## src/hdl/acss_pkg.sv

```systemverilog
// Shared types and constants for the axis calibrate/smooth/scale block.
// Used by acss_sdiv and axis_calibrate_smooth_scale; depends on nothing.
package acss_pkg;

	localparam int SAMPLE_W    = 16;
	localparam int CFG_W       = 16;
	localparam int CFG_IDX_W   = 3;
	localparam int DZ_W        = 15;
	localparam int TRIM_W      = 4;
	localparam int WIN_W       = 5;
	localparam int EDGE_W      = 18;
	localparam int DIV_W       = 16;
	localparam int DVD_W       = 32;
	localparam int DCNT_W      = 5;
	localparam int AVG_QBITS   = 16;
	localparam int SCALE_QBITS = 15;

	localparam logic signed [SAMPLE_W-1:0] FULL_POS   = 16'sd32767;
	localparam logic signed [SAMPLE_W-1:0] FULL_NEG   = -16'sd32767;
	localparam logic signed [SAMPLE_W-1:0] LIMIT_LOW_RST  = -16'sd32768;
	localparam logic signed [SAMPLE_W-1:0] LIMIT_HIGH_RST = 16'sd32767;
	localparam logic [WIN_W-1:0]           WINDOW_RST = 5'd4;

	typedef enum logic [CFG_IDX_W-1:0] {
		REG_LIMIT_LOW     = 3'd0,
		REG_LIMIT_HIGH    = 3'd1,
		REG_CENTER_POINT  = 3'd2,
		REG_DEAD_ZONE     = 3'd3,
		REG_AUTO_LIMIT    = 3'd4,
		REG_AUTO_CENTER   = 3'd5,
		REG_TRIM_BITS     = 3'd6,
		REG_SMOOTH_WINDOW = 3'd7
	} cfg_reg_t;

	typedef enum logic {
		DIV_AVG,
		DIV_SCALE
	} div_op_t;

	typedef struct packed {
		logic              start;
		div_op_t           op;
		logic [DVD_W-1:0]  dividend;
		logic [DIV_W-1:0]  divisor;
	} div_req_t;

	typedef struct packed {
		logic              busy;
		logic              done;
		logic [DIV_W-1:0]  quotient;
	} div_rsp_t;

	typedef enum logic [3:0] {
		S_IDLE,
		S_HIST,
		S_AVG_START,
		S_AVG_RUN,
		S_TRIM,
		S_MAP,
		S_SCALE_START,
		S_SCALE_RUN,
		S_DONE
	} state_t;

endpackage

```

## src/hdl/acss_sdiv.sv

```systemverilog
// Bit-serial restoring divider, one quotient bit per cycle.
// Depends on acss_pkg for the request/response structs and quotient lengths.
module acss_sdiv import acss_pkg::*; (
	input  logic     clk,
	input  logic     arst_n,
	input  div_req_t req,
	output div_rsp_t rsp
);

	logic              busy_q;
	logic [DCNT_W-1:0] cnt_q;
	logic [DIV_W-1:0]  rem_q;
	logic [DVD_W-1:0]  dq_q;
	logic [DIV_W-1:0]  div_q;

	logic [DIV_W:0]    part;
	logic [DIV_W:0]    diff;
	logic              ge;
	logic [DIV_W-1:0]  rem_init;
	logic [DVD_W-1:0]  dq_init;
	logic [DCNT_W-1:0] cnt_init;

	always_comb begin
		part = {rem_q, dq_q[DVD_W-1]};
		diff = part - {1'b0, div_q};
		ge   = part >= {1'b0, div_q};
	end

	// align so the upper part is below the divisor and only the wanted bits remain
	always_comb begin
		unique case (req.op)
			DIV_AVG: begin
				rem_init = DIV_W'(req.dividend >> AVG_QBITS);
				dq_init  = req.dividend << (DVD_W - AVG_QBITS);
				cnt_init = DCNT_W'(AVG_QBITS);
			end
			DIV_SCALE: begin
				rem_init = DIV_W'(req.dividend >> SCALE_QBITS);
				dq_init  = req.dividend << (DVD_W - SCALE_QBITS);
				cnt_init = DCNT_W'(SCALE_QBITS);
			end
			default: begin
				rem_init = '0;
				dq_init  = '0;
				cnt_init = '0;
			end
		endcase
	end

	always_ff @(posedge clk or negedge arst_n) begin
		if (!arst_n) begin
			busy_q <= 1'b0;
			cnt_q  <= '0;
		end else if (req.start) begin
			busy_q <= 1'b1;
			cnt_q  <= cnt_init;
		end else if (busy_q) begin
			cnt_q <= cnt_q - 1'b1;
			if (cnt_q == DCNT_W'(1)) begin
				busy_q <= 1'b0;
			end
		end
	end

	always_ff @(posedge clk) begin
		if (req.start) begin
			rem_q <= rem_init;
			dq_q  <= dq_init;
			div_q <= req.divisor;
		end else if (busy_q) begin
			rem_q <= ge ? diff[DIV_W-1:0] : part[DIV_W-1:0];
			dq_q  <= {dq_q[DVD_W-2:0], ge};
		end
	end

	assign rsp.busy     = busy_q;
	assign rsp.done     = busy_q && (cnt_q == DCNT_W'(1));
	assign rsp.quotient = dq_q[DIV_W-1:0];

endmodule

```

## src/hdl/axis_calibrate_smooth_scale.sv

```systemverilog
// Axis calibrator top level: limit tracking, moving average, trim, dead zone scaling.
// Depends on acss_pkg and instantiates the serial divider acss_sdiv.
//
// channel | signals                                          | dir | taken when
// config  | cfg_we, cfg_index, cfg_data                      | in  | cfg_we high
// sample  | sample_valid, sample_ready, raw_sample           | in  | valid and ready
// result  | result_valid, result_ready, axis_out, smoothed_position | out | valid and ready
//
// One item at a time: a new sample is taken only once the last result is loaded;
// zero or saturated results skip the range-scaling division. The one-bit-per-cycle
// divider computes 16 bits for the rounded average, 15 for the range scaling.
// Reset clears all control state at once; there is no clearing pass.
// The result register holds a stalled item; the next sample is taken meanwhile.
module axis_calibrate_smooth_scale import acss_pkg::*; #(
	parameter int MAX_WINDOW = 16
) (
	input  logic                       clk,
	input  logic                       arst_n,
	input  logic                       cfg_we,
	input  logic [CFG_IDX_W-1:0]       cfg_index,
	input  logic [CFG_W-1:0]           cfg_data,
	input  logic                       sample_valid,
	output logic                       sample_ready,
	input  logic signed [SAMPLE_W-1:0] raw_sample,
	output logic                       result_valid,
	input  logic                       result_ready,
	output logic signed [SAMPLE_W-1:0] axis_out,
	output logic signed [SAMPLE_W-1:0] smoothed_position
);

	localparam int PTR_W = (MAX_WINDOW > 1) ? $clog2(MAX_WINDOW) : 1;
	localparam int CNT_W = $clog2(MAX_WINDOW + 1);
	localparam int SUM_W = SAMPLE_W + CNT_W;

	state_t state_q, state_nx;

	// configuration and control state
	logic signed [SAMPLE_W-1:0] tl_q, th_q, center_q;
	logic [DZ_W-1:0]            dz_q;
	logic                       auto_limit_q, first_seen_q, locked_q;
	logic [TRIM_W-1:0]          trim_q;
	logic [WIN_W-1:0]           window_q;
	logic signed [SUM_W-1:0]    sum_q;
	logic [CNT_W-1:0]           count_q;
	logic [PTR_W-1:0]           rp_q;
	logic                       result_valid_q;

	// payload
	logic signed [SAMPLE_W-1:0] ring_q [MAX_WINDOW];
	logic signed [SAMPLE_W-1:0] raw_q, v_q, res_q, axis_q, pos_q;
	logic signed [EDGE_W-1:0]   edge_n_q, edge_p_q;
	logic                       below_q, zero_q, den_ok_q, from_div_q;
	logic [DIV_W-1:0]           d_q, den_q;

	logic                       accept, out_load, sat;
	logic [CNT_W-1:0]           win_len;
	logic signed [SAMPLE_W-1:0] v_cl, ring_old;
	logic                       full;
	logic signed [SUM_W-1:0]    sum_nx;
	logic [SUM_W-1:0]           sum_mag;
	logic [DVD_W-1:0]           avg_dividend, num;
	logic signed [EDGE_W-1:0]   dz_ext, edge_n, edge_p, mid_ext, v_ext;
	logic signed [SAMPLE_W:0]   lim_sum, mid;
	logic                       lock_now;
	logic [DIV_W-1:0]           mag_t;
	logic [SAMPLE_W:0]          v_signed;
	logic signed [EDGE_W:0]     d_w, den_w;
	logic                       below, above;
	div_req_t                   div_req;
	div_rsp_t                   div_rsp;

	acss_sdiv u_sdiv (
		.clk    (clk),
		.arst_n (arst_n),
		.req    (div_req),
		.rsp    (div_rsp)
	);

	always_comb begin
		if (window_q == '0) begin
			win_len = CNT_W'(1);
		end else if (32'(window_q) > MAX_WINDOW) begin
			win_len = CNT_W'(MAX_WINDOW);
		end else begin
			win_len = CNT_W'(window_q);
		end
	end

	// clamp and history
	always_comb begin
		priority if (raw_q < tl_q) begin
			v_cl = tl_q;
		end else if (raw_q > th_q) begin
			v_cl = th_q;
		end else begin
			v_cl = raw_q;
		end
		full     = count_q >= win_len;
		ring_old = full ? ring_q[rp_q] : '0;
		sum_nx   = sum_q + SUM_W'(v_cl) - SUM_W'(ring_old);
	end

	// dead zone edges and lock
	always_comb begin
		dz_ext   = $signed(EDGE_W'(dz_q));
		edge_n   = EDGE_W'(center_q) - dz_ext;
		edge_p   = EDGE_W'(center_q) + dz_ext;
		lim_sum  = (SAMPLE_W+1)'(tl_q) + (SAMPLE_W+1)'(th_q);
		mid      = lim_sum >>> 1;
		mid_ext  = EDGE_W'(mid);
		lock_now = locked_q || (edge_n < EDGE_W'(tl_q)) || (edge_p > EDGE_W'(th_q));
	end

	// rounded average setup and trim
	always_comb begin
		sum_mag      = sum_q[SUM_W-1] ? SUM_W'(-sum_q) : SUM_W'(sum_q);
		avg_dividend = (DVD_W'(sum_mag) << 1) + DVD_W'(count_q);
		mag_t        = div_rsp.quotient & ({DIV_W{1'b1}} << trim_q);
		v_signed     = sum_q[SUM_W-1] ? -{1'b0, mag_t} : {1'b0, mag_t};
	end

	// mapping around the edges
	always_comb begin
		v_ext = EDGE_W'(v_q);
		below = v_ext < edge_n_q;
		above = v_ext > edge_p_q;
		if (below) begin
			d_w   = (EDGE_W+1)'(edge_n_q) - (EDGE_W+1)'(v_ext);
			den_w = (EDGE_W+1)'(edge_n_q) - (EDGE_W+1)'(tl_q);
		end else begin
			d_w   = (EDGE_W+1)'(v_ext) - (EDGE_W+1)'(edge_p_q);
			den_w = (EDGE_W+1)'(th_q) - (EDGE_W+1)'(edge_p_q);
		end
		num = (DVD_W'(d_q) << SCALE_QBITS) - DVD_W'(d_q);
		sat = !den_ok_q || ((num >> SCALE_QBITS) >= DVD_W'(den_q));
	end

	// next state
	always_comb begin
		state_nx = state_q;
		unique case (state_q)
			S_IDLE:        if (sample_valid) state_nx = S_HIST;
			S_HIST:        state_nx = S_AVG_START;
			S_AVG_START:   state_nx = S_AVG_RUN;
			S_AVG_RUN:     if (div_rsp.done) state_nx = S_TRIM;
			S_TRIM:        state_nx = S_MAP;
			S_MAP:         state_nx = S_SCALE_START;
			S_SCALE_START: state_nx = (zero_q || sat) ? S_DONE : S_SCALE_RUN;
			S_SCALE_RUN:   if (div_rsp.done) state_nx = S_DONE;
			S_DONE:        if (!result_valid_q || result_ready) state_nx = S_IDLE;
			default:       state_nx = S_IDLE;
		endcase
	end

	// state decode
	always_comb begin
		sample_ready     = state_q == S_IDLE;
		accept           = sample_valid && sample_ready;
		out_load         = (state_q == S_DONE) && (!result_valid_q || result_ready);
		div_req.start    = (state_q == S_AVG_START) ||
		                   ((state_q == S_SCALE_START) && !zero_q && !sat);
		div_req.op       = (state_q == S_SCALE_START) ? DIV_SCALE : DIV_AVG;
		div_req.dividend = (state_q == S_SCALE_START) ? num : avg_dividend;
		div_req.divisor  = (state_q == S_SCALE_START) ? den_q
		                                              : DIV_W'({count_q, 1'b0});
	end

	always_ff @(posedge clk or negedge arst_n) begin
		if (!arst_n) begin
			state_q        <= S_IDLE;
			tl_q           <= LIMIT_LOW_RST;
			th_q           <= LIMIT_HIGH_RST;
			center_q       <= '0;
			dz_q           <= '0;
			auto_limit_q   <= 1'b0;
			first_seen_q   <= 1'b0;
			locked_q       <= 1'b1;
			trim_q         <= '0;
			window_q       <= WINDOW_RST;
			sum_q          <= '0;
			count_q        <= '0;
			rp_q           <= '0;
			result_valid_q <= 1'b0;
		end else begin
			state_q <= state_nx;
			if (out_load) begin
				result_valid_q <= 1'b1;
			end else if (result_ready) begin
				result_valid_q <= 1'b0;
			end
			if (cfg_we) begin
				unique case (cfg_reg_t'(cfg_index))
					REG_LIMIT_LOW: begin
						tl_q         <= $signed(cfg_data);
						auto_limit_q <= 1'b0;
					end
					REG_LIMIT_HIGH: begin
						th_q         <= $signed(cfg_data);
						auto_limit_q <= 1'b0;
					end
					REG_CENTER_POINT: begin
						center_q <= $signed(cfg_data);
						locked_q <= 1'b0;
					end
					REG_DEAD_ZONE: begin
						dz_q     <= cfg_data[DZ_W-1:0];
						locked_q <= 1'b0;
					end
					REG_AUTO_LIMIT: begin
						auto_limit_q <= cfg_data[0];
						if (cfg_data[0]) begin
							first_seen_q <= 1'b0;
						end
					end
					REG_AUTO_CENTER: locked_q <= cfg_data[0];
					REG_TRIM_BITS:   trim_q <= cfg_data[TRIM_W-1:0];
					REG_SMOOTH_WINDOW: begin
						window_q <= cfg_data[WIN_W-1:0];
						sum_q    <= '0;
						count_q  <= '0;
						rp_q     <= '0;
					end
					default: ;
				endcase
			end else if (accept) begin
				if (auto_limit_q) begin
					if (!first_seen_q) begin
						tl_q         <= raw_sample;
						th_q         <= raw_sample;
						first_seen_q <= 1'b1;
					end else begin
						if (raw_sample < tl_q) tl_q <= raw_sample;
						if (raw_sample > th_q) th_q <= raw_sample;
					end
				end
			end else if (state_q == S_HIST) begin
				sum_q    <= sum_nx;
				locked_q <= lock_now;
				if (!full) begin
					count_q <= count_q + 1'b1;
				end
				if (32'(rp_q) + 1 == 32'(win_len)) begin
					rp_q <= '0;
				end else begin
					rp_q <= rp_q + 1'b1;
				end
			end
		end
	end

	always_ff @(posedge clk) begin
		if (state_q == S_HIST) begin
			ring_q[rp_q] <= v_cl;
		end
	end

	always_ff @(posedge clk) begin
		if (accept) begin
			raw_q <= raw_sample;
		end
		if (state_q == S_HIST) begin
			edge_n_q <= lock_now ? mid_ext : edge_n;
			edge_p_q <= lock_now ? mid_ext : edge_p;
		end
		if (state_q == S_TRIM) begin
			v_q <= v_signed[SAMPLE_W-1:0];
		end
		if (state_q == S_MAP) begin
			below_q  <= below;
			zero_q   <= !below && !above;
			d_q      <= d_w[DIV_W-1:0];
			den_q    <= den_w[DIV_W-1:0];
			den_ok_q <= den_w > 0;
		end
		if (state_q == S_SCALE_START) begin
			from_div_q <= !zero_q && !sat;
			if (zero_q) begin
				res_q <= '0;
			end else begin
				res_q <= below_q ? FULL_NEG : FULL_POS;
			end
		end
		if (out_load) begin
			pos_q <= v_q;
			if (from_div_q) begin
				axis_q <= below_q ? $signed(~div_rsp.quotient + 1'b1)
				                  : $signed(div_rsp.quotient);
			end else begin
				axis_q <= res_q;
			end
		end
	end

	assign result_valid      = result_valid_q;
	assign axis_out          = axis_q;
	assign smoothed_position = pos_q;

endmodule
```

## config.mk

```make
export PLATFORM = sky130hd
export DESIGN_NAME = axis_calibrate_smooth_scale
export DESIGN_NICKNAME = d
export VERILOG_FILES = /design/src/hdl/acss_pkg.sv /design/src/hdl/acss_sdiv.sv /design/src/hdl/axis_calibrate_smooth_scale.sv
export SDC_FILE = /design/constraint.sdc
export NUM_CORES = 1
export LEC_CHECK = 0
export ABC_AREA = 1
export BUFFER_PORTS_ARGS = -buffer_cell sky130_fd_sc_hd__clkbuf_2
export CAP_MARGIN = 20
export CORE_MARGIN = 3
export CORE_UTILIZATION = 24
export DETAILED_ROUTE_END_ITERATION = 8
export GPL_TIMING_DRIVEN = 0
export HOLD_SLACK_MARGIN = 0.08
export PLACE_DENSITY = 0.36
export SYNTH_ARGS = -nofsm -noshare
export SYNTH_HDL_FRONTEND = slang
export SYNTH_SLANG_ARGS = --single-unit
```

## constraint.sdc

```tcl
create_clock -name clk -period 6.19 [get_ports clk]
set_input_delay 0.9285 -clock clk [delete_from_list [all_inputs] [get_ports clk]]
set_output_delay 0.9285 -clock clk [all_outputs]
set_load 0.02 [all_outputs]
```

; ---- Yosys cells after proc, flatten, opt, wreduce, memory -nomap -nowiden
; Memories as Yosys holds them, arrays and structs flattened.
; Cells that the tools add are included.
[classes]
shifts = 1
bitwise_logic = 3
n_lt_le_gt_ge = 13
n_addsub = 19
n_mux = 76
reduce_logical = 42
eq_ne = 31
[ops]
columns = operator, n
row1 = 2-to-1 mux 16 bit, 23
row2 = 2-to-1 mux 21 bit, 5
row3 = 2-to-1 mux 32 bit, 3
row4 = case mux 32 bit (2 select lines), 1
row5 = subtractor 16 bit, 3
row6 = 2-to-1 mux 5 bit, 9
row7 = 2-to-1 mux 4 bit, 10
row8 = 2-to-1 mux 18 bit, 2
row9 = case mux 4 bit (9 select lines), 1
row10 = adder 16 x 16 -> 17 bit, 2
row11 = greater-or-equal comparator 17 x 16 -> 1 bit, 2
row12 = > comparator 16 bit, 2
row13 = < comparator 16 bit, 2
row14 = case mux 16 bit (2 select lines), 1
row15 = subtractor 31 x 16 -> 32 bit, 1
row16 = adder 22 x 5 -> 23 bit, 1
row17 = adder 21 x 16 -> 21 bit, 1
row18 = negation 21 bit, 1
row19 = subtractor 21 x 16 -> 21 bit, 1
row20 = AND reduction 4 bit, 5
row21 = > comparator 19 x 1 -> 1 bit (second input constant), 1
row22 = 2-to-1 mux 19 bit, 1
row23 = subtractor 16 x 18 -> 19 bit, 1
row24 = subtractor 18 x 16 -> 19 bit, 1
row25 = other kinds (43), 105
[totals]
mem_count = 1
ramBits = 256
regBits = 332
word_cells = 219
[memory_table]
columns = name, words, word_bits, rd, rd_ports_with_merged_regs, wr, line_no
row1 = ring_q, 16, 16, 1, 0, 1, axis_calibrate_smooth_scale.sv:49  ; logic signed [SAMPLE_W-1:0] ring_q [MAX_WINDOW];

; ---- Longest topological paths before layout
[depth]
word_depth = 9
mapped_depth = 34

; ---- Modules after synthesis
; A second synthesis with hierarchy kept.
[unflattened]
hier_cells = 4392
hier_area_um2 = 37489.7
[by_module_without_submodules]
columns = mod, area_each_um2, cells_each, n_inst
row1 = axis_calibrate_smooth_scale, 33083.0, 3870, 1
row2 = acss_sdiv, 4406.7, 522, 1

; ---- Least setup slack after synthesis
; No wires, ideal clock.
[synth_timing]
kind = register to register
start = register tl_q[15]
end = register sum_q[14]
slack_ns = 1.426
n_path_buf = 1
arrival_ns = 4.633
path_stages_with_launch = 28
path_cell_list = dfstp_2 inv_1 ha_1 a21oi_1 o21ai_0 a21oi_1 nand2_1 nand2_1 nand2_1 clkbuf_1 o21ai_0 inv_1 ha_1 inv_1 ha_1 inv_1 fa_1 nand3b_1 nand2_1 inv_1 o21ai_0 a21oi_1 inv_1 nand3_1 o211ai_1 a21oi_1 o21ai_0 o21ai_0
[synth_between]
elab_chain_len = 7
[synth_rtl]
columns = element, line_no
row1 = from (decl), axis_calibrate_smooth_scale.sv:38  ; logic signed [SAMPLE_W-1:0] tl_q, th_q, center_q;
row2 = from (signal assigned), axis_calibrate_smooth_scale.sv:194  ; tl_q <= $signed(cfg_data);
row3 = from (signal assigned), axis_calibrate_smooth_scale.sv:228  ; tl_q <= raw_sample;
row4 = from (signal assigned), axis_calibrate_smooth_scale.sv:232  ; if (raw_sample < tl_q) tl_q <= raw_sample;
row5 = < comparator 16 bit, axis_calibrate_smooth_scale.sv:91  ; priority if (raw_q < tl_q) begin
row6 = 2-to-1 mux 16 bit, axis_calibrate_smooth_scale.sv:91
row7 = net v_cl[0], axis_calibrate_smooth_scale.sv:57  ; logic signed [SAMPLE_W-1:0] v_cl, ring_old;
row8 = adder 21 x 16 -> 21 bit, axis_calibrate_smooth_scale.sv:100  ; sum_nx = sum_q + SUM_W'(v_cl) - SUM_W'(ring_old);
row9 = subtractor 21 x 16 -> 21 bit, axis_calibrate_smooth_scale.sv:100
row10 = 2-to-1 mux 21 bit, axis_calibrate_smooth_scale.sv:236  ; end else if (state_q == S_HIST) begin
row11 = 2-to-1 mux 21 bit, axis_calibrate_smooth_scale.sv:225  ; end else if (accept) begin
row12 = 2-to-1 mux 21 bit, axis_calibrate_smooth_scale.sv:191  ; if (cfg_we) begin
row13 = to (signal assigned), axis_calibrate_smooth_scale.sv:237  ; sum_q <= sum_nx;
row14 = to (decl), axis_calibrate_smooth_scale.sv:43  ; logic signed [SUM_W-1:0] sum_q;
; The timed path passes the listed nets, and every way through them passes these cells. The select of a mux whose other input is x is not followed.
; A chain may end at the register's enable or synchronous reset.

; ---- Worst setup path in the final report
[layout_timing]
start = register rp_q[0]
end = register sum_q[15]
[layout_between]
elab_chain_len = 6
[layout_rtl]
columns = element, line_no
row1 = from (decl), axis_calibrate_smooth_scale.sv:45  ; logic [PTR_W-1:0] rp_q;
row2 = from (signal assigned), axis_calibrate_smooth_scale.sv:245  ; rp_q <= rp_q + 1'b1;
row3 = memory (16 x 16 bit), --
row4 = 2-to-1 mux 16 bit, axis_calibrate_smooth_scale.sv:99  ; ring_old = full ? ring_q[rp_q] : '0;
row5 = subtractor 21 x 16 -> 21 bit, axis_calibrate_smooth_scale.sv:100
row6 = 2-to-1 mux 21 bit, axis_calibrate_smooth_scale.sv:236
row7 = 2-to-1 mux 21 bit, axis_calibrate_smooth_scale.sv:225
row8 = 2-to-1 mux 21 bit, axis_calibrate_smooth_scale.sv:191
; No other way between the ends. The select of a mux whose other input is x is not followed.

==> impl_metrics.json <==
{
  "finalHoldViolCount": 0,
  "p_sw_frac": 0.5010,
  "worstMarginPinSlew_ns": 1.058,
  "netlist-cell-type-count": 66,
  "worstSetupPathType": "reg -> reg",
  "yosysSeqAreaShare": 0.4509,
  "clock_latency_ns": 0.67,
  "cp-start-kind": "flip-flop",
  "cts_root_buf": "clkbuf_16",
  "leakage_nw": 18.63,
  "yosys_warnings": 0,
  "powerDensity_nw_per_um2": 628.7,
  "utilization": 0.2811,
  "fp.dieArea_um2": 158300,
  "pre_cts_slack_ns": 0.05772,
  "power_frac_seq": 0.245,
  "path_cells": "clkbuf_2 > inv_1 > buf_2 > clkbuf_1 > clkbuf_1 > nand2_1 > a32oi_1 > o22ai_1 > nor3_1 > fa_1 > inv_1 > ha_1 > inv_1 > o21bai_1 > a31oi_1 > nand2_1 > a21oi_1 > o21bai_1 > nand2_1 > nand2_1 > o21ai_0 > o21ai_0",
  "synthArstFlopShare": 0.2028,
  "io_buffers": 72,
  "outcome": "finished, final reports clean",
  "core_area_um2": 152300,
  "clkTransAtPathRegs_ns": 0.06,
  "total_power_mw": 26.91,
  "grt_overflow": 0,
  "setup_viol": 0,
  "stdcell_area_um2": 42800,
  "vias": 30119,
  "synth_edf_count": 456,
  "cts_tree": "yes",
  "fin_crit_ns": 5.722,
  "syn_avg_cell_area_um2": 8.569,
  "wire_per_inst_um": 20.97,
  "synth_area_um2": 36850,
  "drv_cap": 0,
  "drive_gt1_frac": 0.07133,
  "area_delta_synth_final_pct": 16.14,
  "internal-power_mw": 13.43,
  "viasPerCell": 4.582,
  "critPathRequiredTime_ns": 6.69,
  "fin_crit_sh": 0.9244,
  "syn-num-nets": 4667,
  "path_buf_inv": 7,
  "die-height_um": 397.9,
  "arrival_ns": 6.23,
  "htree_levels": 3,
  "grt_pass1_wl_um": 202900,
  "antenna_found_initial": 5,
  "synth-seq-cells": 572,
  "tns_ns": 0,
  "synthCells": 4301,
  "multi_input_area_um2": 17700,
  "first_iter_violations": 1846,
  "max_slew_margin": 0.2923,
  "yosys_most_used_dff": "edfxtp_1",
  "critPathMaxStageDelay_ns": 0.64,
  "cts_made_buffers": 75,
  "fin_nets": 4849,
  "die_x_um": 397.9,
  "wirelength_um": 137900,
  "final-seq-area_um2": 16620,
  "setup_ws_ns": 0.4682,
  "antenna_left": 0,
  "hpwl_um": 109500,
  "fillers": 16277,
  "gp_congestion": 0.8791,
  "fmax_ghz": 0.1748,
  "initial_core_util": 0.2420,
  "dr.pass1.iters": 6,
  "crit_slowest_cell": "clkbuf_1",
  "critical_path.most_common_cell": "nand2_1",
  "dpl_cell_area_um2": 40330,
  "io_pins": 74,
  "vdd_drop_max_v": 0.0003222,
  "cp_top_family": "buffers and inverters",
  "combPwrFrac": 0.594,
  "p_clk_frac": 0.161,
  "rows": 143,
  "final_max_slew_viol_count": 0,
  "setup.worst_path.end_class": "flip-flop",
  "hp-class": "in -> async",
  "cts.sinks": 572,
  "clk_path_buf_depth": 3,
  "drc": 0,
  "grt_usage": 0.1731,
  "skew_ns": 0.03627,
  "crit_fanout": 10,
  "grt_start_max_net_pins": 90,
  "rsz0062_at_grt": "no",
  "net-switching-power_mw": 13.48,
  "grt_pass1_vias": 29889
}
==> registers in the layout (all words and copies together), names as in the netlist, 16 cells and up <==
name,count
edge_p_q,16
ring_q,256
u_sdiv.div_q,16
edge_n_q,17
v_q,16
d_q,16
u_sdiv.rem_q,16
th_q,16
center_q,16
sum_q,21
den_q,16
smoothed_position,16
tl_q,16
axis_out,16
u_sdiv.dq_q,32
raw_q,16
==> cell usage in the layout (no fill, tap or decap), types with 10 or more instances in the layout <==
cell type	count
nand2_1	1043
inv_1	546
edfxtp_1	456
a21oi_1	320
ha_1	297
nor2_1	294
o21ai_0	289
nand3_1	196
xor2_1	100
dfrtp_1	97
clkbuf_1	96
clkbuf_16	79
clkbuf_2	77
nor3_1	55
nand4_1	48
xnor2_1	39
o22ai_1	31
o211ai_1	29
a22oi_1	29
fa_1	29
o21ai_1	25
a32oi_1	25
nor2_2	18
a31oi_1	18
o31ai_1	18
dfstp_2	18
clkinv_1	17
buf_2	17
o21bai_1	15
buf_1	14
a21boi_0	13
a21o_1	12
buf_4	11
buf_6	10
or2_2	10
clkinv_2	10
==> per-layer routing <==
metal	GRT usage	vias to the layer above	routed length, µm
met2	0.2644	596	59600
li1	-	15022	-
met5	0	-	0
met3	0.02322	142	6105
met4	0.04477	0	3485
met1	0.2553	14359	68680
==> synthesized netlist by cell type, types with 9 or more instances <==
library cell / instances / area [µm²]
a21boi_0: 13 / 97.59
a21o_1: 12 / 90.09
a21oi_1: 320 / 1602
a22oi_1: 29 / 217.7
a31oi_1: 18 / 112.6
a32o_1: 9 / 90.09
a32oi_1: 25 / 219.0
buf_1: 14 / 52.55
buf_2: 16 / 80.08
clkbuf_1: 81 / 304.0
dfrtp_1: 98 / 2452
dfstp_2: 18 / 473.0
edfxtp_1: 456 / 13690
fa_1: 29 / 580.6
ha_1: 297 / 3716
inv_1: 548 / 2057
nand2_1: 1044 / 3919
nand3_1: 196 / 980.9
nand4_1: 48 / 300.3
nor2_1: 312 / 1171
nor3_1: 58 / 290.3
nor4_1: 9 / 56.30
o211ai_1: 29 / 217.7
o21ai_0: 292 / 1461
o21ai_1: 23 / 115.1
o21bai_1: 15 / 112.6
o22ai_1: 31 / 193.9
o31ai_1: 18 / 135.1
or2_2: 10 / 62.56
xnor2_1: 39 / 341.6
xor2_1: 100 / 875.8
==> worst paths after layout <==
path | start | to | slack (ns) | cells past startpoint
worst min-delay path | arst_n | u_sdiv.busy_q | 0.18 | 1
max in group asynchronous | arst_n | dz_q[12] | 5.18 | 2
worst min register to register | first_seen_q | first_seen_q | 0.49 | 2
worst max register to register | rp_q[0] | sum_q[15] | 0.47 | 22
worst max-delay path | rp_q[0] | sum_q[15] | 0.47 | 22
min in group clk | first_seen_q | first_seen_q | 0.49 | 2
==> area by class of cell <==
cell class / count / share of cell area
repair buffers: 105 / 0.02093
inverters: 559 / 0.04920
multi-input cells: 3050 / 0.4135
clock buffers: 100 / 0.04826
well taps: 2030 / 0.05934
clock inverters: 36 / 0.007922
flip-flops and latches: 572 / 0.3883
plain buffers: 120 / 0.01248
diodes: 1 / 0.00005846
==> power groups by stage <==
stage          registers [mW]  clock network [mW]  logic (mW)
6_report                 6.59                4.35        16.0
5_1_grt                  6.69                4.62        18.1
4_1_cts                  6.60                4.49        16.2
3_5_place_dp             6.67                   0        16.1
3_3_place_gp             6.70                   0        16.1
2_1_floorplan            6.31                   0        10.8
==> per-stage QoR <==
stage,hold WS [ns],cells
after floorplan,0.4501,4301
after global placement,0.4709,6403
after detailed placement,0.4736,6429
after CTS,0.1314,6565
after global routing,0.1583,6572
final,0.1833,6573
==> logic make-up (layout without fill, tap and decap cells) <==
kind of cell	Yosys count	in the layout	share of synthesized area
simple gates	1713	1713	0.1921
other cells	0	1	0
flops	572	572	0.4509
fa+ha+maj	326	326	0.1166
compound gates	869	869	0.1353
buf+inv	679	920	0.07126
mux	3	3	0.0008148
xor+xnor	139	139	0.03303
==> what timing repair did <==
item	in CTS	in global routing
endpoints found under the setup margin	1	4
buffers inserted	0	6
hold buffers	0	0
resized for setup	1	14
hold endpoints to repair	0	0
(Power assumes the default switching activity.)
